--- src/rtl/hoc_pkg.sv ---
package hoc_pkg;

    localparam int COORD_WIDTH = 32;
    localparam int FIELD_W     = 32;
    localparam int DIFF_W      = COORD_WIDTH + 1;
    localparam int PROD_W      = 2 * DIFF_W;
    localparam int SQ_W        = PROD_W + 1;
    localparam int IN_TDATA_W  = 8 * FIELD_W;
    localparam int IN_TUSER_W  = 2;
    localparam int OUT_TDATA_W = 8;

    typedef logic signed [FIELD_W-1:0] t_field;
    typedef logic signed [DIFF_W-1:0]  t_diff;
    typedef logic signed [PROD_W-1:0]  t_prod;
    typedef logic        [SQ_W-1:0]    t_sq;

    typedef struct packed {
        t_field lx;
        t_field ly;
        t_field rx;
        t_field ry;
        logic   dom_left;
    } t_hseg;

    typedef struct packed {
        logic decided;
        logic ahead;
    } t_verdict;

    typedef struct packed {
        t_verdict early;
        logic     equal;
        logic     dom_left;
        logic     vert_a;
        logic     vert_b;
        logic     dx_sign_differ;
        logic     pos_a;
        logic     pos_b;
    } t_ctrl;

endpackage

--- src/rtl/hoc_prep.sv ---
module hoc_prep (
    input  logic              i_clk,
    input  logic              i_rst_n,
    input  logic              i_en,
    input  logic              i_valid,
    input  hoc_pkg::t_hseg    i_seg_a,
    input  hoc_pkg::t_hseg    i_seg_b,
    output logic              o_valid,
    output hoc_pkg::t_ctrl    o_ctrl,
    output hoc_pkg::t_diff    o_adx,
    output hoc_pkg::t_diff    o_ady,
    output hoc_pkg::t_diff    o_bdx,
    output hoc_pkg::t_diff    o_bdy
);

    function automatic hoc_pkg::t_diff coord_ext(hoc_pkg::t_field v);
        return hoc_pkg::t_diff'(signed'(v[hoc_pkg::COORD_WIDTH-1:0]));
    endfunction

    hoc_pkg::t_diff a_lx, a_ly, a_rx, a_ry, b_lx, b_ly, b_rx, b_ry;
    hoc_pkg::t_diff ax, ay, bx, by;
    hoc_pkg::t_diff n_adx, n_ady, n_bdx, n_bdy;
    hoc_pkg::t_ctrl n_ctrl;

    logic           r_valid;
    hoc_pkg::t_ctrl r_ctrl;
    hoc_pkg::t_diff r_adx, r_ady, r_bdx, r_bdy;

    always_comb begin
        a_lx = coord_ext(i_seg_a.lx);
        a_ly = coord_ext(i_seg_a.ly);
        a_rx = coord_ext(i_seg_a.rx);
        a_ry = coord_ext(i_seg_a.ry);
        b_lx = coord_ext(i_seg_b.lx);
        b_ly = coord_ext(i_seg_b.ly);
        b_rx = coord_ext(i_seg_b.rx);
        b_ry = coord_ext(i_seg_b.ry);

        ax = i_seg_a.dom_left ? a_lx : a_rx;
        ay = i_seg_a.dom_left ? a_ly : a_ry;
        bx = i_seg_b.dom_left ? b_lx : b_rx;
        by = i_seg_b.dom_left ? b_ly : b_ry;

        n_adx = a_rx - a_lx;
        n_ady = a_ry - a_ly;
        n_bdx = b_rx - b_lx;
        n_bdy = b_ry - b_ly;

        if (ax != bx) begin
            n_ctrl.early = '{decided: 1'b1, ahead: (ax < bx)};
        end else if (ay != by) begin
            n_ctrl.early = '{decided: 1'b1, ahead: (ay < by)};
        end else if (i_seg_a.dom_left != i_seg_b.dom_left) begin
            n_ctrl.early = '{decided: 1'b1, ahead: !i_seg_a.dom_left};
        end else begin
            n_ctrl.early = '{decided: 1'b0, ahead: 1'b0};
        end

        n_ctrl.equal = (a_lx == b_lx) && (a_ly == b_ly) && (a_rx == b_rx) &&
                       (a_ry == b_ry) && (i_seg_a.dom_left == i_seg_b.dom_left);
        n_ctrl.dom_left       = i_seg_a.dom_left;
        n_ctrl.vert_a         = (n_adx == '0);
        n_ctrl.vert_b         = (n_bdx == '0);
        n_ctrl.dx_sign_differ = n_adx[hoc_pkg::DIFF_W-1] ^ n_bdx[hoc_pkg::DIFF_W-1];
        n_ctrl.pos_a          = (n_ady != '0) &&
                                (n_ady[hoc_pkg::DIFF_W-1] == n_adx[hoc_pkg::DIFF_W-1]);
        n_ctrl.pos_b          = (n_bdy != '0) &&
                                (n_bdy[hoc_pkg::DIFF_W-1] == n_bdx[hoc_pkg::DIFF_W-1]);
    end

    always_ff @(posedge i_clk) begin
        if (!i_rst_n) begin
            r_valid <= 1'b0;
        end else if (i_en) begin
            r_valid <= i_valid;
        end
    end

    always_ff @(posedge i_clk) begin
        if (i_en) begin
            r_ctrl <= n_ctrl;
            r_adx  <= n_adx;
            r_ady  <= n_ady;
            r_bdx  <= n_bdx;
            r_bdy  <= n_bdy;
        end
    end

    assign o_valid = r_valid;
    assign o_ctrl  = r_ctrl;
    assign o_adx   = r_adx;
    assign o_ady   = r_ady;
    assign o_bdx   = r_bdx;
    assign o_bdy   = r_bdy;

endmodule

--- config.mk ---
export PLATFORM = sky130hd
export DESIGN_NAME = hoc_prep
export DESIGN_NICKNAME = d
export VERILOG_FILES = /design/src/rtl/hoc_pkg.sv /design/src/rtl/hoc_prep.sv
export SDC_FILE = /design/constraint.sdc
export NUM_CORES = 1
export LEC_CHECK = 0
export BUFFER_PORTS_ARGS = -buffer_cell sky130_fd_sc_hd__buf_2
export CORE_MARGIN = 2
export CORE_UTILIZATION = 56
export CTS_CLUSTER_SIZE = 24
export DETAILED_ROUTE_END_ITERATION = 10
export HOLD_SLACK_MARGIN = 0.12
export PLACE_DENSITY = 0.82
export SYNTH_ARGS = -nofsm -noshare
export SYNTH_HDL_FRONTEND = slang
export SYNTH_SLANG_ARGS = --single-unit
--- constraint.sdc ---
create_clock -name i_clk -period 4.99 [get_ports i_clk]
set_input_delay 0.499 -clock i_clk [delete_from_list [all_inputs] [get_ports i_clk]]
set_output_delay 0.499 -clock i_clk [all_outputs]
set_load 0.02 [all_outputs]
==> flow_summary.yaml <==
timing:
  final.setup_skew_ns: 0
  shortest_clock_period_the_worst_path_allows_after_layout_ns: 4.07
  final-max-slew-violation-count: 0
  finalHoldViolCount: 0
  rsz0062_at_grt: "no"
  post-route-worst-setup-slack_ns: 0.917
  layout_worst_path_cycle_share: 0.816
  final_setup_vio_count: 0
  max_slew_margin: 0.358
  fmaxAchievable_ghz: 0.245
  totalNegativeSetupSlack_ns: 0
  worst_slew_pin_slew_ns: 0.963
clocking:
  cts_sinks: 142
  clock-root-buffer: "clkbuf_16"
  worst_setup_hold_path_clk_slew_ns: 0.07
  cts.repair_timing.setup_buffer_count: 0
  max-clock-path-buffers: 2
  numCtsBuffers: 17
  cts_max_level: 4
  cts-resized-gates: 0
  clock_latency_on_the_worst_skew_pair_ns: 0.44
  holdBufCountCts: 0
  tritoncts_clock_tree: "done"
final_layout:
  num-fill-cells: 2353
  multi_input_area_sq_um: 10900
  finish.net_count: 2662
  final_cells: 2608
  mostFrequentLayoutCell: "buf_2"
  final_layout_size_suffix_gt1_frac: 0.227
  most-common-layout-cells: "buf_2 (401), inv_1 (193), ha_1 (193)"
  regArea_sq_um: 4250
  syn2layout_area_growth_pct: 18.9
global_routing:
  grt_antenna_before_repair: 14
  total_routing_usage_reported_by_global_routing: 0.440
  first_global_vias: 16100
  maximum_number_of_pins_on_one_net_before_global_route_repair: 74
  total_congestion_overflow_after_global_routing: 0
  wire_length_of_the_first_global_routing_pass_microns: 99600
synth:
  synth-warning-count: 0
  yosys_register_bits: 142
  synth_edf_count: 141
  yosysUniqueCellTypes: 76
  post_synth_net_total: 2261
  synth-seq-area-share: 0.266
  synth-main-ff-cell: "edfxtp_1"
  netlist_instances: 1802
  synthesis.area_sq_um: 16000
  synth_async_sr_flop_share: 0
  post_synth_main_area_contributors: "edfxtp_1 (26%), ha_1 (15%), xnor2_1 (5.5%)"
  synth_top_area_frac: 0.265
  synth_top_area_cell: "edfxtp_1"
  avgSynthCellArea_sq_um: 8.87
run_status:
  status: "finished clean"
power:
  finalPower_uw: 5130
  pwr_density_cell_nw_per_um2: 270
  irDropWorstVdd_v: 0.000197
  leakage_uw: 0.00906
floorplan:
  rows: 61
  effective_utilization_at_floorplan: 0.572
  floorplan.die_area_sq_um: 29900
  dieHeight_microns: 173
  core_area_sq_um: 27900
  fp.dieW_microns: 173
  floorplan.io_pins: 404
critical_path:
  worstReg2RegEnd: "o_valid$_SDFFE_PN0P_"
  worst-setup-path-type: "in2reg"
  crit_start: "i_seg_a[1]"
  worstSetupEndpointType: "flip-flop"
  cp_data_required_time_ns: 5.18
  r2r_slack_ns: 4.41
  timing.rr.start: "o_valid$_SDFFE_PN0P_"
  worstSetupStartpointType: "input pin"
  critPathArrivalTime_ns: 4.26
  cells_on_worst_reg2reg_path: 2
  crit_fanout: 4
  critical_path.endpoint: "o_ctrl[1]$_DFFE_PP_"
drt:
  drc_errors: 0
  detail_route.vias_per_cell: 6.58
  routedWlPerCell_microns: 26.0
  vias: 17200
  drt_first_iter_violations: 2228
  drt_pre_antenna_iters: 6
  routed_wl_microns: 67900
  antenna_violating_nets_left: 0
placed_design:
  post-dp-hpwl_microns: 57400
  io_buffer_count: 403
  gp_congestion: 1.08
  numPlacedInstances: 2562
  post-place-ws_ns: 0.505
run:
  number_of_max_cap_violations: 0
worst_hold_path:
  hold_path_class: "in2reg"
flip-flops by register name (all words and copies together), names as in the netlist:
| register | flops |
|---|---|
| o_bdy | 33 |
| o_ady | 33 |
| o_ctrl | 9 |
| o_adx | 33 |
| o_valid | 1 |
| o_bdx | 33 |
logic make-up (layout without fill, tap and decap cells):
kind of cell | Yosys count | after routing | share of synthesized area
flops | 142 | 142 | 0.266
compound gates | 500 | 500 | 0.205
other cells | 0 | 14 | 0
buf+inv | 222 | 636 | 0.0521
simple gates | 445 | 445 | 0.146
xor+xnor | 182 | 182 | 0.0997
fa+ha+maj | 197 | 197 | 0.156
mux | 114 | 114 | 0.0751
worst max-delay path, cell delays in order:
cell	delay (ns)
buf_2	0.15
inv_1	0.06
ha_1	0.21
fa_1	0.41
nand2b_1	0.20
a21bo_2	0.24
a21boi_1	0.30
o21ai_1	0.14
and2_1	0.22
o311ai_1	0.32
xor2_1	0.13
or4_1	0.54
nor4_1	0.35
a41oi_1	0.17
mux2_2	0.29
per-stage QoR:
stage	cell area, sq um	util	hold slack, ns
2_1_floorplan	16000	-	0.589
3_3_place_gp	18400	0.660	0.494
3_5_place_dp	18400	0.660	0.513
4_1_cts	19000	0.679	0.282
5_1_grt	19000	0.680	0.296
6_report	19000	0.680	0.283
power breakdown:
part,switching [uW],leakage (uW),internal [uW]
Sequential,54.0,0.00139,1570
Clock,567,0.000246,633
Combinational,1470,0.00742,834
Yosys cell counts, drive strengths merged (5+ instances only):
| cell type | count |
|---|---|
| nor2b | 29 |
| nand2 | 96 |
| or4 | 13 |
| o31ai | 7 |
| a221oi | 20 |
| nand2b | 19 |
| and3 | 16 |
| or2 | 9 |
| xor2 | 82 |
| nor3 | 35 |
| a211oi | 9 |
| a2111oi | 6 |
| edfxtp | 141 |
| nand4 | 40 |
| nand4b | 6 |
| o21bai | 7 |
| a31o | 5 |
| inv | 193 |
| nor4 | 27 |
| o211ai | 18 |
| xnor2 | 100 |
| ha | 193 |
| mux2i | 67 |
| a21oi | 144 |
| clkbuf | 26 |
| nor2 | 90 |
| a31oi | 15 |
| o22ai | 28 |
| o21ai | 87 |
| o21a | 23 |
| o2111ai | 6 |
| or3 | 8 |
| mux2 | 47 |
| a21o | 75 |
| o311ai | 5 |
| and2 | 12 |
| nand3 | 28 |
| or4b | 5 |
metal layers:
| layer | up-vias | share of wire | global-route usage |
|---|---|---|---|
| li1 | 7560 | - | - |
| met3 | 226 | 0.12 | 0.0776 |
| met1 | 8013 | 0.40 | 0.609 |
| met5 | - | 0.00047 | 0 |
| met2 | 1361 | 0.42 | 0.648 |
| met4 | 4 | 0.062 | 0.254 |
area by class of cell:
cell class | instances | share of cell area
multi-input cells | 1438 | 0.573
flip-flops and latches | 142 | 0.224
repair buffers | 411 | 0.110
inverters | 193 | 0.0381
well taps | 378 | 0.0249
clock buffers | 18 | 0.0226
clock inverters | 14 | 0.00507
diodes | 14 | 0.00184
worst min path at each step:
stage,startpoint,end,slack (ns),cells after the start
finish,i_rst_n,o_valid$_SDFFE_PN0P_,0.28,2
global route,i_rst_n,o_valid$_SDFFE_PN0P_,0.30,2
CTS,i_rst_n,o_valid$_SDFFE_PN0P_,0.28,2
detailed placement,o_valid$_SDFFE_PN0P_,o_valid$_SDFFE_PN0P_,0.51,2
global placement,o_valid$_SDFFE_PN0P_,o_valid$_SDFFE_PN0P_,0.49,2
floorplan,o_valid$_SDFFE_PN0P_,o_valid$_SDFFE_PN0P_,0.59,2
No activity file was read; power rests on OpenSTA's default activity.
