**src/rtl/hoc_pkg.sv**
```systemverilog
package hoc_pkg;

    localparam int COORD_WIDTH = 32;
    localparam int FIELD_W     = 32;
    localparam int DIFF_W      = COORD_WIDTH + 1;
    localparam int PROD_W      = 2 * DIFF_W;
    localparam int SQ_W        = PROD_W + 1;
    localparam int IN_TDATA_W  = 8 * FIELD_W;
    localparam int IN_TUSER_W  = 2;
    localparam int OUT_TDATA_W = 8;

    typedef logic signed [FIELD_W-1:0] t_field;
    typedef logic signed [DIFF_W-1:0]  t_diff;
    typedef logic signed [PROD_W-1:0]  t_prod;
    typedef logic        [SQ_W-1:0]    t_sq;

    typedef struct packed {
        t_field lx;
        t_field ly;
        t_field rx;
        t_field ry;
        logic   dom_left;
    } t_hseg;

    typedef struct packed {
        logic decided;
        logic ahead;
    } t_verdict;

    typedef struct packed {
        t_verdict early;
        logic     equal;
        logic     dom_left;
        logic     vert_a;
        logic     vert_b;
        logic     dx_sign_differ;
        logic     pos_a;
        logic     pos_b;
    } t_ctrl;

endpackage

```
**src/rtl/hoc_slope.sv**
```systemverilog
module hoc_slope (
    input  logic               i_clk,
    input  logic               i_rst_n,
    input  logic               i_en,
    input  logic               i_valid,
    input  hoc_pkg::t_ctrl     i_ctrl,
    input  hoc_pkg::t_prod     i_cross_ab,
    input  hoc_pkg::t_prod     i_cross_ba,
    input  hoc_pkg::t_prod     i_sq_adx,
    input  hoc_pkg::t_prod     i_sq_ady,
    input  hoc_pkg::t_prod     i_sq_bdx,
    input  hoc_pkg::t_prod     i_sq_bdy,
    output logic               o_valid,
    output hoc_pkg::t_verdict  o_early,
    output hoc_pkg::t_verdict  o_slope,
    output logic               o_equal,
    output hoc_pkg::t_sq       o_len_a,
    output hoc_pkg::t_sq       o_len_b
);

    logic              cross_eq, a_lower, a_higher;
    hoc_pkg::t_verdict n_slope;

    logic              r_valid;
    hoc_pkg::t_verdict r_early, r_slope;
    logic              r_equal;
    hoc_pkg::t_sq      r_len_a, r_len_b;

    always_comb begin
        cross_eq = (i_cross_ab == i_cross_ba);
        a_lower  = !cross_eq && ((i_cross_ab < i_cross_ba) ^ i_ctrl.dx_sign_differ);
        a_higher = !cross_eq && !a_lower;

        n_slope = '{decided: 1'b0, ahead: 1'b0};
        if (i_ctrl.dom_left) begin
            if (i_ctrl.vert_b && !i_ctrl.vert_a) begin
                n_slope = '{decided: 1'b1, ahead: i_ctrl.pos_a};
            end else if (i_ctrl.vert_a && !i_ctrl.vert_b) begin
                n_slope = '{decided: 1'b1, ahead: !i_ctrl.pos_b};
            end else if (!i_ctrl.vert_a && !cross_eq) begin
                n_slope = '{decided: 1'b1, ahead: a_lower};
            end
        end else begin
            if (i_ctrl.vert_b && !i_ctrl.vert_a) begin
                n_slope = '{decided: 1'b1, ahead: 1'b1};
            end else if (i_ctrl.vert_a && !i_ctrl.vert_b) begin
                n_slope = '{decided: 1'b1, ahead: 1'b0};
            end else if (!i_ctrl.vert_a && !cross_eq) begin
                n_slope = '{decided: 1'b1, ahead: a_higher};
            end
        end
    end

    always_ff @(posedge i_clk) begin
        if (!i_rst_n) begin
            r_valid <= 1'b0;
        end else if (i_en) begin
            r_valid <= i_valid;
        end
    end

    always_ff @(posedge i_clk) begin
        if (i_en) begin
            r_early <= i_ctrl.early;
            r_slope <= n_slope;
            r_equal <= i_ctrl.equal;
            r_len_a <= hoc_pkg::t_sq'(unsigned'(i_sq_adx)) +
                       hoc_pkg::t_sq'(unsigned'(i_sq_ady));
            r_len_b <= hoc_pkg::t_sq'(unsigned'(i_sq_bdx)) +
                       hoc_pkg::t_sq'(unsigned'(i_sq_bdy));
        end
    end

    assign o_valid = r_valid;
    assign o_early = r_early;
    assign o_slope = r_slope;
    assign o_equal = r_equal;
    assign o_len_a = r_len_a;
    assign o_len_b = r_len_b;

endmodule
```
**config.mk**
```make
export PLATFORM = sky130hd
export DESIGN_NAME = hoc_slope
export DESIGN_NICKNAME = d
export VERILOG_FILES = /design/src/rtl/hoc_pkg.sv /design/src/rtl/hoc_slope.sv
export SDC_FILE = /design/constraint.sdc
export NUM_CORES = 1
export LEC_CHECK = 0
export BUFFER_PORTS_ARGS = -buffer_cell sky130_fd_sc_hd__buf_2
export CAP_MARGIN = 20
export CORE_AREA = 2 2 215 217
export DETAILED_ROUTE_END_ITERATION = 12
export DIE_AREA = 0 0 217 219
export GPL_TIMING_DRIVEN = 0
export PLACE_DENSITY_LB_ADDON = 0.2
export SLEW_MARGIN = 10
export SYNTH_ARGS = -nofsm -noshare
export SYNTH_HDL_FRONTEND = slang
export SYNTH_SLANG_ARGS = --single-unit
```
**constraint.sdc**
```tcl
create_clock -name i_clk -period 7.7 [get_ports i_clk]
set_input_delay 1.155 -clock i_clk [delete_from_list [all_inputs] [get_ports i_clk]]
set_output_delay 1.155 -clock i_clk [all_outputs]
set_load 0.01 [all_outputs]
```
==> impl_metrics.json, run 1 <==
{
  "core.rowCount": 78,
  "synth_top_area_frac": 0.3062,
  "cts_buffers": 17,
  "syn_area_per_cell_um2": 8.981,
  "timing.final.crit_share": 0.6221,
  "synth_top_family_by_area": "compound AO/OA/AOI/OAI gates",
  "dpl.hpwl_um": 42200,
  "seqPwrFrac": 0.331,
  "cts_tree": "done",
  "ir_drop_uv": 138.1,
  "holdWs_ns": 0.5272,
  "ys_seq_area_frac": 0.3076,
  "synth_seq_cells": 140,
  "synth-main-ff-cell": "edfxtp_1",
  "path_max_fanout": 4,
  "setup_tns_ns": 0,
  "min_from": "o_valid",
  "hold_class": "flop to flop",
  "cts_resized": 0,
  "rr_startpoint": "o_valid",
  "path_common_cell": "o21ai_1",
  "core-area_um2": 45090,
  "slowest_delay_ns": 0.62,
  "startpoint": "i_sq_bdx[0]",
  "critPathKind": "input pin to flop",
  "p_sw_mw": 1.064,
  "fin_crit_ns": 4.790,
  "required_ns": 7.99,
  "grt.total_usage": 0.2057,
  "drtPass1Iterations": 5,
  "viasPerCell": 5.090,
  "finalWeightedCongestion": 0.9468,
  "drive_gt1_frac": 0.2968,
  "start_util": 0.3024,
  "die_h_um": 219,
  "ctsHoldBuffers": 0,
  "synth_fa_ha_area_frac": 0.1847,
  "cp_cell_sequence": "buf_2 -> ha_1 -> inv_1 -> fa_1 -> and2b_1 -> o2111ai_1 -> a2111oi_1 -> a21o_1 -> o21ai_1 -> a2111oi_2 -> o21ai_1 -> o31a_1 -> o21a_1 -> o311ai_1",
  "fmax_mhz": 208.8,
  "synth_edf_count": 139,
  "clockRootBuffer": "clkbuf_16",
  "syn_inst": 1518,
  "tightest_slew_ns": 0.7694,
  "die-area_um2": 47520,
  "p_int_mw": 2.087,
  "cap_viol_max_count": 0,
  "clk_latency_ns": 0.48,
  "cp-start-kind": "input pin",
  "hold_viol": 0,
  "grt_start_max_net_pins": 96,
  "synth_xor_area_frac": 0.07966,
  "syn_area_um2": 13630,
  "p_per_area_nw_per_um2": 176.5,
  "synth_nets": 2127,
  "synth.distinct_cells": 78,
  "synthMuxAreaShare": 0.002386,
  "htreeDepth": 4,
  "async_flop_share": 0,
  "routed_wl_um": 49770,
  "wire_per_inst_um": 18.37,
  "grt_overflow": 0,
  "p_leak_nw": 8.621,
  "antenna_found_initial": 16,
  "dieWidth_um": 217,
  "grt_pass1_wl_um": 75300,
  "synthSimpleGateAreaFrac": 0.1358,
  "slew_violations": 0,
  "grt_pass1_vias": 13890,
  "yosysTopAreaCell": "edfxtp_1",
  "port_buffers": 548,
  "drt_iter0_drc": 749,
  "p_comb_frac": 0.358,
  "critPathArrivalTime_ns": 5.08,
  "setup_viol": 0,
  "relSlewSlack": 0.4817,
  "synthTopCellsByArea": "edfxtp_1 31%, ha_1 18%, a21oi_1 6.0%, xnor2_1 5.1%, a21o_1 5.0%",
  "synth_warnings": 0,
  "p_clk_frac": 0.312,
  "skew_ns": 0,
  "sw_frac_of_total": 0.3378,
  "ant_nets": 0,
  "path_clk_slew_ns": 0.06,
  "end_kind": "flop",
  "rsz0062_at_grt": "no",
  "fin_nets": 2695,
  "pin_count": 549,
  "cts.sink_count": 140,
  "slowest_stage": "a2111oi_1",
  "cts_buffer_depth": 2,
  "synthToLayoutAreaGrowth_pct": 31.01,
  "cts_setup_buffers": 0,
  "synth_compound_area_frac": 0.2413,
  "status": "complete, no violations",
  "vias": 13790,
  "drc": 0
}
## cells in the mapped netlist, drive strengths merged (5+ instances only)
cell type  instances
a211oi            16
edfxtp           139
or3               11
nor3              19
a21boi            10
and3               9
a21o              92
nand3             28
clkbuf            37
o31ai              8
ha               198
o21a              14
buf               16
nand2b            16
nand2            102
inv              115
a2111oi            6
nor2b             14
and4               6
nand4             53
o211ai             7
xor2              45
a221oi            11
o21ai             96
a21oi            164
a211o              5
xnor2             79
nor2              89
o21bai            32
a31oi             16
and2               5
## flip-flops by register name, summed over array words and instances (netlist names)
signal   count
o_len_a     67
o_len_b     67
o_slope      2
o_early      2
o_valid      1
o_equal      1
## power by group through the flow
stage / clock [mW] / combinational [mW] / sequential, mW
after global routing: 1.04 / 1.25 / 1.05
final: 0.982 / 1.13 / 1.04
after global placement: 0 / 1.12 / 1.06
after detailed placement: 0 / 1.13 / 1.06
after floorplan: 0 / 0.606 / 1.12
after CTS: 1.01 / 1.13 / 1.04
## layout by cell type (no fill, tap or decap), types with 28 or more instances in the layout
cell type / netlist / final
a21o_1: 91 / 91
a21oi_1: 163 / 163
buf_2: 12 / 559
clkbuf_1: 33 / 34
edfxtp_1: 139 / 139
ha_1: 198 / 198
inv_1: 115 / 115
nand2_1: 102 / 102
nand3_1: 28 / 28
nand4_1: 52 / 52
nor2_1: 89 / 89
o21ai_0: 91 / 91
o21bai_1: 32 / 32
xnor2_1: 79 / 79
xor2_1: 45 / 45
## per-stage QoR
stage	area (um^2)	utilization	total power [mW]	setup slack (ns)	cells
floorplan	13630	-	1.727	3.397	1518
global placement	17130	0.3798	2.181	2.459	2666
detailed placement	17160	0.3807	2.185	2.406	2667
CTS	17840	0.3956	3.192	2.905	2699
global route	17860	0.3961	3.343	2.644	2708
finish	17860	0.3961	3.152	2.910	2709
## critical path, delay by kind of cell
kind            cells  cell delay [ns]
fa+ha+maj           2             0.65
buf+inv             2             0.16
simple gates        1             0.26
compound gates      9             2.84
## layer usage
layer	vias up	global-route usage	share of wire
li1	6820	-	-
met1	6463	0.2340	0.40
met2	431	0.3703	0.51
met3	62	0.06085	0.069
met4	12	0.06142	0.019
met5	-	0	0.0013
## final cells by class
type,instances,area (um^2)
inverter,115,431.7
clock buffer,18,429.2
tap,600,750.7
buffer,53,230.2
fill,4661,27230
antenna,10,25.02
multi-input combinational,1210,8777
timing repair buffer,549,2780
sequential,140,4194
clock inverter,14,242.7
## worst paths after layout
check,endpoint,slack (ns),cells after the start
setup / recovery,o_len_b[64],2.91,14
hold / removal,o_valid,0.53,2
setup reg to reg,o_valid,7.10,2
hold reg to reg,o_valid,0.53,2
## cell families (layout without fill, tap and decap cells)
group / count (synthesis) / count (layout)
xor+xnor: 124 / 124
other cells: 0 / 10
compound gates: 511 / 511
simple gates: 372 / 372
flops: 140 / 140
fa+ha+maj: 200 / 200
buf+inv: 168 / 749
mux: 3 / 3
Note: power is estimated with default switching activity, not from simulation.
==> run 2, diff against run 1 <==
clock period = 4.2 ns   (was 7.7 ns; I/O delays follow)
==> impl_metrics.json, run 2 (synthesis gave the netlist of run 1 again) <==
{
  "ctsHoldBuffers": 0,
  "grt.total_usage": 0.2057,
  "post-route-util": 0.3971,
  "routed_wl_um": 49840,
  "path_clk_slew_ns": 0.06,
  "p_per_area_nw_per_um2": 323.1,
  "fmax_mhz": 252.0,
  "dieWidth_um": 217,
  "drtPass1Iterations": 8,
  "drt_iter0_drc": 705,
  "cts.sink_count": 140,
  "relSlewSlack": 0.4997,
  "critPathKind": "input pin to flop",
  "ant_nets": 0,
  "skew_ns": 0,
  "p_leak_nw": 8.626,
  "p_clk_frac": 0.311,
  "core.rowCount": 78,
  "grt_pass1_wl_um": 75310,
  "die-area_um2": 47520,
  "antenna_found_initial": 16,
  "grt_overflow": 0,
  "hold_class": "input pin to flop",
  "fin_nets": 2695,
  "cts_buffers": 17,
  "rr_startpoint": "o_valid",
  "port_buffers": 548,
  "hold_viol": 0,
  "rsz0062_at_grt": "no",
  "required_ns": 4.49,
  "synthToLayoutAreaGrowth_pct": 31.34,
  "finalWeightedCongestion": 0.9468,
  "min_from": "i_ctrl[6]",
  "pin_count": 549,
  "slew_violations": 0,
  "mostFrequentLayoutCells": "559 x buf_2, 198 x ha_1, 163 x a21oi_1, 139 x edfxtp_1, 115 x inv_1",
  "core-area_um2": 45090,
  "cts_setup_buffers": 0,
  "tightest_slew_ns": 0.7459,
  "setup_viol": 0,
  "n_fill_cell": 4655,
  "cts_buffer_depth": 2,
  "die_h_um": 219,
  "cts_tree": "done",
  "critPathArrivalTime_ns": 4.26,
  "seqPwrFrac": 0.330,
  "holdWs_ns": 0.3246,
  "clk_latency_ns": 0.48,
  "grt_start_max_net_pins": 96,
  "timing.final.crit_share": 0.9447,
  "viasPerCell": 5.082,
  "ir_drop_uv": 253.0,
  "cp-start-kind": "input pin",
  "final_common_cell": "buf_2",
  "vias": 13770,
  "path_max_fanout": 4,
  "end_kind": "flop",
  "status": "complete, no violations",
  "p_sw_mw": 1.957,
  "p_int_mw": 3.828,
  "htreeDepth": 4,
  "startpoint": "i_sq_bdx[0]",
  "fin_crit_ns": 3.968,
  "cap_viol_max_count": 0,
  "dpl.hpwl_um": 42200,
  "clockRootBuffer": "clkbuf_16",
  "sw_frac_of_total": 0.3383,
  "wire_per_inst_um": 18.40,
  "drc": 0,
  "drive_gt1_frac": 0.2987,
  "start_util": 0.3024,
  "p_comb_frac": 0.358,
  "grt_pass1_vias": 13900
}
[run 2: path summary, 6_finish.rpt]
| kind | to | cells after the start | slack [ns] |
|---|---|---|---|
| setup reg to reg | o_valid | 2 | 3.60 |
| hold / removal | o_equal | 1 | 0.32 |
| hold reg to reg | o_valid | 2 | 0.53 |
| setup / recovery | o_len_b[64] | 14 | 0.23 |
[run 2: area by class of cell]
| cell class | count | area [um^2] | share of cell area |
|---|---|---|---|
| Antenna cell | 10 | 25.02 | 0.001398 |
| Buffer | 53 | 230.2 | 0.01286 |
| Clock buffer | 18 | 429.2 | 0.02397 |
| Clock inverter | 14 | 242.7 | 0.01356 |
| Inverter | 115 | 431.7 | 0.02411 |
| Multi-Input combinational cell | 1210 | 8822 | 0.4927 |
| Sequential cell | 140 | 4194 | 0.2342 |
| Tap cell | 600 | 750.7 | 0.04193 |
| Timing Repair Buffer | 549 | 2780 | 0.1553 |
[run 2: per-layer routing]
| layer | global-route usage | vias up | share of wire |
|---|---|---|---|
| met3 | 0.06085 | 62 | 0.068 |
| li1 | - | 6806 | - |
| met2 | 0.3704 | 424 | 0.51 |
| met5 | 0 | - | 0.0013 |
| met4 | 0.06142 | 12 | 0.019 |
| met1 | 0.2339 | 6464 | 0.40 |
[run 2: per-stage QoR]
stage | std cells | instance area, um^2 | TNS (ns) | worst slack, ns | total power, mW
2_1_floorplan | 1518 | 13630 | 0 | 0.4221 | 3.166
3_3_place_gp | 2666 | 17130 | -3.703 | -0.5156 | 3.999
3_5_place_dp | 2667 | 17160 | -4.113 | -0.5690 | 4.005
4_1_cts | 2699 | 17840 | 0 | 0.02774 | 5.853
5_1_grt | 2708 | 17900 | 0 | 0.03255 | 6.136
6_report | 2709 | 17910 | 0 | 0.2321 | 5.785
[run 2: repair_timing]
action                                  4_1_cts  5_1_grt
gates resized for setup                       1        6
endpoints found under the setup margin        2        8
pin swaps                                     0        1
gates cloned                                  0        0
[run 2: worst max-delay path, stage by stage]
cell and delay [ns]:
buf_2 0.08, ha_1 0.25, inv_1 0.08, fa_1 0.40, and2b_1 0.28, o2111ai_2 0.22
a2111oi_4 0.39, a21o_1 0.20, o21ai_1 0.17, a2111oi_4 0.45, o21ai_1 0.20, o31a_1 0.39
o21a_1 0.22, o311ai_1 0.28
[run 2: power by group through the flow]
stage | Sequential (mW) | Combinational [mW] | Clock [mW]
final | 1.91 | 2.07 | 1.80
after global routing | 1.93 | 2.30 | 1.90
after CTS | 1.92 | 2.08 | 1.86
after global placement | 1.94 | 2.05 | 0
after detailed placement | 1.94 | 2.06 | 0
after floorplan | 2.06 | 1.11 | 0
==> run 3, diff against run 2 <==
clock period = 3.3 ns   (was 4.2 ns; I/O delays follow)
==> impl_metrics.json, run 3 (synthesis gave the netlist of run 1 again) <==
{
  "required_ns": 3.49,
  "port_buffers": 548,
  "p_per_area_nw_per_um2": 392.3,
  "slowest_stage": "or3_4",
  "synthToLayoutAreaGrowth_pct": 35.57,
  "critPathArrivalTime_ns": 3.49,
  "die-area_um2": 47520,
  "dpl.hpwl_um": 41420,
  "final_area_um2": 18480,
  "crit_family": "simple AND/OR/NAND/NOR gates",
  "cp-start-kind": "input pin",
  "grt.total_usage": 0.2025,
  "relSlewSlack": 0.6054,
  "hold_depth": 1,
  "cts_buffers": 17,
  "grt_pass1_vias": 13830,
  "path_max_fanout": 9,
  "status": "complete, but fails checks",
  "dieWidth_um": 217,
  "setup_viol": 1,
  "wire_per_inst_um": 18.15,
  "skew_ns": 0,
  "htreeDepth": 4,
  "finalWeightedCongestion": 0.8798,
  "tightest_slew_ns": 0.5770,
  "end_kind": "flop",
  "rr_worst_depth": 2,
  "drive_gt1_frac": 0.3313,
  "fin_nets": 2709,
  "p_leak_nw": 8.746,
  "timing.final.crit_share": 1.000,
  "critPathKind": "input pin to flop",
  "placed_area_um2": 17410,
  "slowest_delay_ns": 0.41,
  "ant_nets": 0,
  "worst-r2r-setup-slack_ns": 2.71,
  "clk_latency_ns": 0.45,
  "antenna_found_initial": 17,
  "rsz0062_at_grt": "yes",
  "mostFrequentLayoutCells": "546 x buf_2, 184 x ha_1, 157 x a21oi_1, 139 x edfxtp_1, 113 x inv_1",
  "slew_violations": 0,
  "cp_cell_sequence": "buf_2 -> ha_4 -> buf_6 -> nand4_1 -> or3_4 -> or3_4 -> or3_4 -> a31oi_4 -> o21ai_4 -> or3_4 -> a311oi_2 -> xor2_1",
  "die_h_um": 219,
  "grt_start_max_net_pins": 77,
  "hold_viol": 0,
  "cts.sink_count": 140,
  "cts_buffer_depth": 2,
  "grt_overflow": 0,
  "drt_iter0_drc": 809,
  "cap_viol_max_count": 0,
  "fin_crit_ns": 3.302,
  "core-area_um2": 45090,
  "start_util": 0.3024,
  "cts_tree": "done",
  "violations": "setup timing",
  "rr_startpoint": "o_valid",
  "drtPass1Iterations": 5,
  "clockRootBuffer": "clkbuf_16",
  "path_common_cell": "or3_4",
  "setup_tns_ns": -0.001631,
  "fin_ws_ns": -0.001631,
  "startpoint": "i_sq_ady[32]",
  "final_common_cell": "buf_2",
  "viasPerCell": 5.093,
  "drc": 0,
  "core.rowCount": 78,
  "ir_drop_uv": 250.1,
  "vias": 13870,
  "timing.rr.end": "o_valid",
  "pin_count": 549,
  "path_buf_inv": 2,
  "cp-endpoint": "o_len_a[64]",
  "p_total_mw": 7.250,
  "cp_num_cells": 12,
  "hold_class": "input pin to flop",
  "grt_pass1_wl_um": 75130,
  "fmax_mhz": 302.9,
  "path_clk_slew_ns": 0.06,
  "routed_wl_um": 49440
}
run 3: how the worst min path moves through the flow:
stage	startpoint	to	slack (ns)
after floorplan	o_valid	o_valid	0.54
after global placement	o_valid	o_valid	0.50
after detailed placement	o_valid	o_valid	0.51
after CTS	i_ctrl[7]	o_early[0]	0.18
after global routing	i_ctrl[7]	o_early[0]	0.20
final	i_ctrl[7]	o_early[0]	0.22
run 3: area by class of cell:
type	instances	area, um^2
flip-flops and latches	140	4194
diodes	11	27.53
well taps	600	750.7
fillers	4617	26610
inverters	115	431.7
repair buffers	570	2979
multi-input cells	1210	9246
clock inverters	14	162.7
clock buffers	18	439.2
plain buffers	46	251.5
run 3: power breakdown:
part           switching [mW]  internal (mW)
Clock                   0.904           1.15
Combinational            1.58           1.20
Sequential             0.0726           2.34
run 3: worst reg2reg max path, delay by kind of cell, from the launching register on:
family	cells	cell delay, ns
flops	1	0.32
simple gates	1	0.05
mux	1	0.12
run 3: what timing repair did:
item,4_1_cts,5_1_grt
hold buffers,0,0
gates resized for setup,29,43
pin swaps,14,24
setup endpoints to repair,22,35
buffers inserted,4,17
run 3: through the flow:
step                  util  setup slack, ns  cells  hold WS, ns
floorplan                -          -0.1070   1518       0.5383
global placement    0.3853          -0.9951   2666       0.4951
detailed placement  0.3862           -1.021   2667       0.5057
CTS                 0.4032          -0.1524   2703       0.1802
global route        0.4097         -0.07682   2720       0.2007
finish              0.4099        -0.001631   2724       0.2226
run 3: layer usage:
metal / global-route usage / share of wire
met1: 0.2425 / 0.42
met4: 0.06758 / 0.024
met2: 0.3506 / 0.49
met3: 0.05419 / 0.066
met5: 0 / 0.0019
